<file path="config.mk">
export PLATFORM = sky130hd
export DESIGN_NAME = mrci_row
export DESIGN_NICKNAME = d
export VERILOG_FILES = /design/src/hdl/mrci_pkg.sv /design/src/hdl/mrci_row.sv
export SDC_FILE = /design/constraint.sdc
export NUM_CORES = 1
export LEC_CHECK = 0
export CAP_MARGIN = 20
export CELL_PAD_IN_SITES_DETAIL_PLACEMENT = 0
export CELL_PAD_IN_SITES_GLOBAL_PLACEMENT = 2
export CORE_AREA = 2 2 431 433
export DETAILED_ROUTE_END_ITERATION = 10
export DIE_AREA = 0 0 433 435
export DONT_BUFFER_PORTS = 1
export PLACE_DENSITY = 0.36
export REMOVE_ABC_BUFFERS = 1
export SLEW_MARGIN = 20
export SYNTH_ARGS = -nofsm -noshare
export SYNTH_HDL_FRONTEND = slang
export SYNTH_SLANG_ARGS = --single-unit
</file>
<file path="constraint.sdc">
create_clock -name clk -period 3.06 [get_ports clk]
set_input_delay 0.306 -clock clk [delete_from_list [all_inputs] [get_ports clk]]
set_output_delay 0.306 -clock clk [all_outputs]
set_load 0.02 [all_outputs]
</file>
<file path="src/hdl/mrci_pkg.sv">
// ----------------------------------------------------------------------------
// mrci_pkg
// Shared types and constants for the matrix row/column insert/remove engine:
// command and status codes, row cell operations and the cell control request.
// ----------------------------------------------------------------------------
package mrci_pkg;

  localparam int DATA_W = 32;
  // index and count widths cover the largest supported dimension of 16
  localparam int KW     = 4;
  localparam int NW     = 5;

  typedef enum logic [2:0] {
    CMD_SET_SIZE = 3'd0,
    CMD_WRITE    = 3'd1,
    CMD_STAGE    = 3'd2,
    CMD_INS_ROW  = 3'd3,
    CMD_REM_ROW  = 3'd4,
    CMD_INS_COL  = 3'd5,
    CMD_REM_COL  = 3'd6,
    CMD_READ     = 3'd7
  } cmd_t;

  typedef enum logic [1:0] {
    ST_OK    = 2'd0,
    ST_FULL  = 2'd1,
    ST_POS   = 2'd2,
    ST_INDEX = 2'd3
  } status_t;

  typedef enum logic [2:0] {
    OP_NOP,
    OP_WRITE,
    OP_ROW_LOAD,
    OP_COL_LOAD,
    OP_ROW_SWAP,
    OP_COL_SWAP
  } cell_op_t;

  typedef enum logic [1:0] {
    S_IDLE,
    S_EXEC,
    S_SHIFT,
    S_DONE
  } state_t;

  typedef struct packed {
    cell_op_t          op;
    logic [KW-1:0]     row_k;
    logic [KW-1:0]     col_k;
    logic [NW-1:0]     rc;
    logic [NW-1:0]     cc;
    logic [DATA_W-1:0] wdata;
  } cell_ctrl_t;

endpackage

</file>
<file path="src/hdl/mrci_row.sv">
// ----------------------------------------------------------------------------
// mrci_row
// One matrix row cell. Holds a row of words, swaps its words pairwise, swaps
// its row with a neighbor row cell, loads staged data and serves cell access.
// ----------------------------------------------------------------------------
module mrci_row
  import mrci_pkg::*;
#(
  parameter int MAX_DIM = 8,
  parameter int ROW     = 0
) (
  input  logic                             clk,
  input  logic                             rst,
  input  cell_ctrl_t                       ctrl,
  input  logic [MAX_DIM-1:0][DATA_W-1:0]   staged,
  input  logic [MAX_DIM-1:0][DATA_W-1:0]   below,
  input  logic [MAX_DIM-1:0][DATA_W-1:0]   above,
  output logic [MAX_DIM-1:0][DATA_W-1:0]   words,
  output logic [DATA_W-1:0]                rd_word
);

  localparam int            IW    = (MAX_DIM > 1) ? $clog2(MAX_DIM) : 1;
  localparam logic [KW-1:0] ROW_K = KW'(ROW);

  logic [MAX_DIM-1:0][DATA_W-1:0] words_next;
  logic [MAX_DIM-1:0][DATA_W-1:0] left_w;
  logic [MAX_DIM-1:0][DATA_W-1:0] right_w;
  logic                           row_on;
  logic                           row_is_k;
  logic                           row_is_k1;

  assign row_on    = NW'(ROW_K) < ctrl.rc;
  assign row_is_k  = ctrl.row_k == ROW_K;
  assign row_is_k1 = (ctrl.row_k + KW'(1)) == ROW_K;

  for (genvar c = 0; c < MAX_DIM; c++) begin : g_nb
    if (c == MAX_DIM - 1) begin : g_last
      assign right_w[c] = '0;
    end else begin : g_mid
      assign right_w[c] = words[c+1];
    end
    if (c == 0) begin : g_first
      assign left_w[c] = '0;
    end else begin : g_rest
      assign left_w[c] = words[c-1];
    end
  end

  always_comb begin
    words_next = words;
    for (int c = 0; c < MAX_DIM; c++) begin
      case (ctrl.op)
        OP_WRITE: begin
          if (row_is_k && ctrl.col_k == KW'(c)) words_next[c] = ctrl.wdata;
        end
        OP_ROW_LOAD: begin
          if (row_is_k && NW'(c) < ctrl.cc) words_next[c] = staged[c];
        end
        OP_COL_LOAD: begin
          if (row_on && ctrl.col_k == KW'(c)) words_next[c] = staged[ROW];
        end
        OP_ROW_SWAP: begin
          if (NW'(c) < ctrl.cc) begin
            if (row_is_k) words_next[c] = above[c];
            else if (row_is_k1) words_next[c] = below[c];
          end
        end
        OP_COL_SWAP: begin
          if (row_on) begin
            if (ctrl.col_k == KW'(c)) words_next[c] = right_w[c];
            else if ((ctrl.col_k + KW'(1)) == KW'(c)) words_next[c] = left_w[c];
          end
        end
        default: ;
      endcase
    end
  end

  always_ff @(posedge clk) begin
    if (rst) begin
      words <= '0;
    end else begin
      words <= words_next;
    end
  end

  assign rd_word = words[ctrl.col_k[IW-1:0]];

endmodule

</file>
==> results of run 1 <==
-- through the flow --
stage | cells | hold WS [ps] | util
5_1_grt | 5879 | 25.5 | 0.158
6_report | 5883 | 48.1 | 0.158
3_3_place_gp | 5759 | 541 | 0.149
4_1_cts | 5871 | 0.303 | 0.158
2_1_floorplan | 3146 | 486 | -
3_5_place_dp | 5759 | 538 | 0.149
-- report_power, final --
part | internal, mW | total [mW] | switching (mW) | leakage (nW)
registers | 3.63 | 4.65 | 1.02 | 2.09
clock network | 2.83 | 4.93 | 2.11 | 0.641
logic | 1.25 | 3.32 | 2.07 | 6.93
-- worst max path at each step --
| stage | endpoint | slack [ps] | depth (start not counted) |
|---|---|---|---|
| final | rd_word[2] | 650 | 2 |
| after global routing | rd_word[15] | 580 | 2 |
| after CTS | rd_word[2] | 520 | 2 |
| after detailed placement | words[162]$_SDFFE_PP0P_ | 270 | 8 |
| after global placement | words[6]$_SDFFE_PP0P_ | 40 | 5 |
| after floorplan | words[100]$_SDFFE_PP0P_ | -5710 | 4 |
-- layout by cell type, fill, tap and decap left out, drive strengths merged, types with 2 or more instances in the layout --
cell,netlist,routed
nor2b,4,4
mux2i,288,288
diode,0,12
o211ai,2,2
buf,74,136
a21oi,675,675
nand3,6,6
o41ai,193,193
or4,2,2
a221oi,2,2
nor2,42,42
nand4bb,2,2
nor3,7,7
o21ai,71,71
a211o,34,34
nand4,2,2
a211oi,3,3
or4b,2,2
a221o,32,32
mux4,64,64
o21a,2,2
dfxtp,256,256
clkinv,0,3
clkbuf,255,72
dlygate4sd3,0,33
nand2b,289,289
nor4,5,5
mux2,32,32
or3,4,4
nand2,1061,1061
nor4bb,3,3
inv,36,37
nor4b,3,3
o2111ai,2,2
-- critical path: stages, from the launching register on --
cell	delay, ps
dfxtp_1	550
mux4_2	570
mux2_2	380
-- kinds of logic (layout without fill, tap and decap cells) --
family                   count (synthesis)  after routing  share of synthesized area
adder cells (fa/ha/maj)                  1              1                   0.000522
AND/OR/NAND/NOR                       1439           1439                      0.264
flip-flops                             256            256                      0.214
AO/OA/AOI/OAI                         1029           1029                      0.262
buffers and inverters                  365            281                     0.0634
other                                    0             12                          0
multiplexers                           384            384                      0.195
XOR/XNOR                                 1              1                   0.000366
-- per-layer routing --
| layer | GRT usage | vias up |
|---|---|---|
| met4 | 0.0408 | 16 |
| met5 | 0 | - |
| li1 | - | 12100 |
| met1 | 0.245 | 14000 |
| met2 | 0.380 | 947 |
| met3 | 0.0369 | 162 |
-- area by class of cell --
class | count | area share
multi-input cells | 2854 | 0.603
flip-flops and latches | 256 | 0.176
diodes | 12 | 0.00103
clock inverters | 4 | 0.000817
inverters | 36 | 0.00490
repair buffers | 169 | 0.0637
well taps | 2480 | 0.107
clock buffers | 72 | 0.0442
==> results.yml, run 1 <==
hold_path:
  holdPathEnd: "words[166]$_SDFFE_PP0P_"
  hp-start: "rst"
  hold_depth: 3
  holdCritPathClass: "input pin to flop"
clock_network:
  clk_pin_slew_ps: 60
  root_buffer: "clkbuf_16"
  cts_buffer_depth: 3
  cts.sinks: 256
  cts_tree: "yes"
  cts_hold_buf: 36
  cts_htree_levels: 2
  cts_setup_buffers: 0
  cts_buffers: 43
  clock_latency_ps: 600
  cts_resized: 0
power_and_ir_drop:
  power_mw: 12.9
  leakage_nw: 9.66
  p_per_area_nw_per_um2: 443
  vdd_drop_max_mv: 0.331
placement:
  place_area_um2: 27400
  place_ws_ps: 268
  post-dp-hpwl_um: 142000
  gp_congestion: 0.840
  port_buffers: 0
final_layout:
  regArea_um2: 5120
  top_register: "words"
  nets: 4184
  area_growth_pct: 21.4
  fill_cells: 21300
  fin_area_um2: 29100
  multi_input_area_um2: 17500
  largest_reg_flops: 256
  reg_top3: "words: 256 flops"
  drive_gt1_frac: 0.0947
sta:
  fin_crit_sh: 0.788
  max_freq_ghz: 0.414
  drv_slew: 0
  finalSetupViolations: 0
  setup_tns_ps: 0
  worstMarginPinSlew_ps: 1050
  rsz0062_at_grt: "false"
  relSlewSlack: 0.297
  setup_slack_ps: 647
  fin_skew_ps: 17.7
  hold_viol_final: 0
  layout_min_cycle_time_ps: 2410
critical_path:
  critPathCaptureType: "output port"
  worst_ep_arrival_time_ps: 2110
  crit_type: "flop to output port"
  rr_endpoint: "words[21]$_SDFFE_PP0P_"
  start_kind: "flop"
  cp_max_fo: 5
  worstSetupStartpoint: "words[194]$_SDFFE_PP0P_"
  reg2reg_depth: 4
  worstPathRequired_ps: 2750
  worstReg2RegStart: "words[53]$_SDFFE_PP0P_"
  ff2ff_setup_slack_ps: 1320
grt:
  grt_pass1_vias: 28100
  grt_pass1_wl_um: 268000
  grt-ovfl-total: 0
  grt_max_degree: 117
  grt_util_all_layers: 0.206
  antenna_found_initial: 27
synth:
  synthFlopType: "dfxtp_1"
  synth-seq-cells: 256
  syn-cell-area_um2: 24000
  yosys_warnings: 0
  synth_cells: 3475
  async_flop_share: 0
  yosysTopAreaCell: "dfxtp_1"
  syn_avg_cell_area_um2: 6.90
  yosysMostFrequentCell: "nand2_1"
  synth_cell_types: 65
  synth_edf_count: 0
  synth_top_area_frac: 0.214
  seq_area_frac_synth: 0.214
  ys_top_cells_by_area: "dfxtp_1, nand2_1, a21oi_1, mux2i_1, nand2b_1"
  synth_common_cells: "nand2_1, a21oi_1, nand2b_1, mux2i_1, dfxtp_1"
route:
  ant_nets: 0
  vias: 27200
  m1WireLength_um: 82400
  drt_wl_total_um: 203000
  drc_errors: 0
  drtIter0Drc: 1815
  wl_met3_um: 10700
  wl_met2_um: 105000
  wl_per_cell_um: 34.4
  vias_per_cell: 4.63
  firstDrtPassIters: 6
  top_layer: "met5"
floorplan:
  io_pins: 1111
  row_count: 158
  core_area_um2: 184000
  die_y_um: 435
  die_w_um: 433
  die_area_um2: 188000
  initial_utilization: 0.130
flow_run:
  cap_violations: 0
status:
  status: "completed"
(Power assumes the default switching activity.)
==> run 2: changes to the inputs <==
==> constraint.sdc (replaced) <==
create_clock -name clk -period 2.3 [get_ports clk]
set_input_delay 0.23 -clock clk [delete_from_list [all_inputs] [get_ports clk]]
set_output_delay 0.23 -clock clk [all_outputs]
set_load 0.02 [all_outputs]
==> run 2 against run 1 <==
  * The run now ends with setup timing left
  * Critical path depth grew 6
  * Register-to-register slack lost 1000 ps
  * Core utilization grew 2.6 points
  * Global-route usage grew 0.70 points
  * Critical path type is now input pin to flop
  * Largest cell class unchanged
  * Largest power group unchanged
==> results.yml, run 2 (synthesis gave the netlist of run 1 again) <==
status:
  status: "complete, but fails checks"
  violations: "setup timing"
floorplan:
  die_y_um: 435
  row_count: 158
  io_pins: 1111
  core_area_um2: 184000
  die_w_um: 433
  initial_utilization: 0.130
  die_area_um2: 188000
clock_network:
  clk_pin_slew_ps: 60
  cts_buffers: 44
  cts_htree_levels: 2
  root_buffer: "clkbuf_16"
  cts_tree: "yes"
  cts.sinks: 256
  cts_buffer_depth: 3
  clock_latency_ps: 620
route:
  drc_errors: 0
  vias_per_cell: 4.63
  drt_wl_total_um: 211000
  ant_nets: 0
  drtIter0Drc: 1986
  wl_per_cell_um: 33.3
  vias: 29300
  firstDrtPassIters: 5
hold_path:
  holdCritPathClass: "input pin to flop"
critical_path:
  cpMostUsedCell: "dlygate4sd3_1"
  worstPathRequired_ps: 2800
  critPathCaptureType: "flop"
  slowest_delay_ps: 600
  crit_type: "input pin to flop"
  slowest_stage: "or4_4"
  worst_ep_arrival_time_ps: 2880
  cp_max_fo: 72
  start_kind: "input pin"
  crit_chain: "or4_4 > buf_12 > nand2_1 > a21oi_1 > dlygate4sd3_1 > o21ai_0 > dlygate4sd3_1 > mux2i_1"
  ff2ff_setup_slack_ps: 320
sta:
  finalSetupViolations: 1
  relSlewSlack: 0.284
  max_freq_ghz: 0.419
  hold_viol_final: 0
  fin_skew_ps: 17.7
  setup_slack_ps: -87.7
  layout_min_cycle_time_ps: 2390
  fin_crit_sh: 1.04
  worstMarginPinSlew_ps: 1070
  rsz0062_at_grt: "true"
  drv_slew: 0
final_layout:
  nets: 4632
  layout_common_cells: "nand2_1, a21oi_1, dlygate4sd3_1, nand2b_1, mux2i_1"
  largest_reg_flops: 256
  reg_top3: "words: 256 flops"
  final_core_util: 0.184
  area_growth_pct: 41.3
  drive_gt1_frac: 0.138
  multi_input_area_um2: 17500
  regArea_um2: 5150
  final_common_cell: "nand2_1"
  fin_area_um2: 33900
  top_register: "words"
  fill_cells: 21000
grt:
  grt_pass1_wl_um: 278000
  antenna_found_initial: 19
  grt_pass1_vias: 30200
  grt_max_degree: 193
  grt-ovfl-total: 0
  grt_util_all_layers: 0.213
placement:
  post-dp-hpwl_um: 148000
  gp_congestion: 0.877
  port_buffers: 0
  place_area_um2: 29000
power_and_ir_drop:
  leakage_nw: 11.9
  vdd_drop_max_mv: 0.517
  p_per_area_nw_per_um2: 564
flow_run:
  cap_violations: 0
[run 2: changes by cell type in the layout (fill, tap and decap cells not counted), moves of 2 or more]
cell	previous run	this run
buf_12	37	66
buf_4	97	231
buf_6	0	3
bufinv_16	0	4
clkbuf_1	19	9
clkbuf_16	43	48
clkbuf_8	10	15
clkinv_2	3	5
dfxtp_1	256	233
dfxtp_2	0	23
diode_2	12	6
dlygate4sd3_1	33	310
[run 2: final timing paths]
check	start	end	cells past startpoint
min reg2reg	words[120]$_SDFFE_PP0P_	words[120]$_SDFFE_PP0P_	2
max	ctrl[46]	words[22]$_SDFFE_PP0P_	8
min	below[242]	words[242]$_SDFFE_PP0P_	4
max reg2reg	words[145]$_SDFFE_PP0P_	words[145]$_SDFFE_PP0P_	4
[run 2: power by group]
group / switching (mW) / internal [mW]
Clock: 3.00 / 4.57
Sequential: 1.04 / 4.83
Combinational: 3.32 / 2.34
[run 2: layer usage]
layer | part of all wire | wire (µm) | global-route usage
met1 | 0.41 | 85900 | 0.256
met3 | 0.052 | 11000 | 0.0379
met5 | 0.00023 | 49 | 0
met4 | 0.021 | 4380 | 0.0421
met2 | 0.52 | 109000 | 0.390
[run 2: final cells by class]
cell class                 instances  area share
inverter                          36     0.00421
clock buffer                      70      0.0411
tap                             2480      0.0917
multi-input combinational       2854       0.518
sequential                       256       0.152
antenna                            6    0.000444
timing repair buffer             616       0.187
clock inverter                    11     0.00499
[run 2: metrics by stage]
| stage | hold slack, ps | setup TNS [ps] | cells | total power, mW | setup WS, ps |
|---|---|---|---|---|---|
| 2_1_floorplan | 410 | -1558030 | 3146 | 8.45 | -6400 |
| 3_3_place_gp | 444 | -12590 | 5925 | 11.0 | -209 |
| 6_report | 42.5 | -87.7 | 6329 | 19.1 | -87.7 |
| 4_1_cts | 1.01 | 0 | 6319 | 19.5 | 0.251 |
| 3_5_place_dp | 448 | -13190 | 5925 | 11.0 | -196 |
| 5_1_grt | 42.1 | -50.7 | 6327 | 19.9 | -35.8 |
[run 2: critical path: cells and delay by family]
| kind | cells | cell delay, ps |
|---|---|---|
| buffers and inverters | 3 | 1340 |
| and+or+nand+nor | 2 | 790 |
| AOI/OAI and AO/OA | 2 | 220 |
| muxes | 1 | 70 |
[run 2: repair_timing]
item                                    4_1_cts  5_1_grt
endpoints found under the setup margin       12        6
cloned                                        0        2
buffers inserted                              0        2
pin swaps                                     0        1
hold buffers                                313        0
hold endpoints to repair                    246        0
resized for setup                            24        8
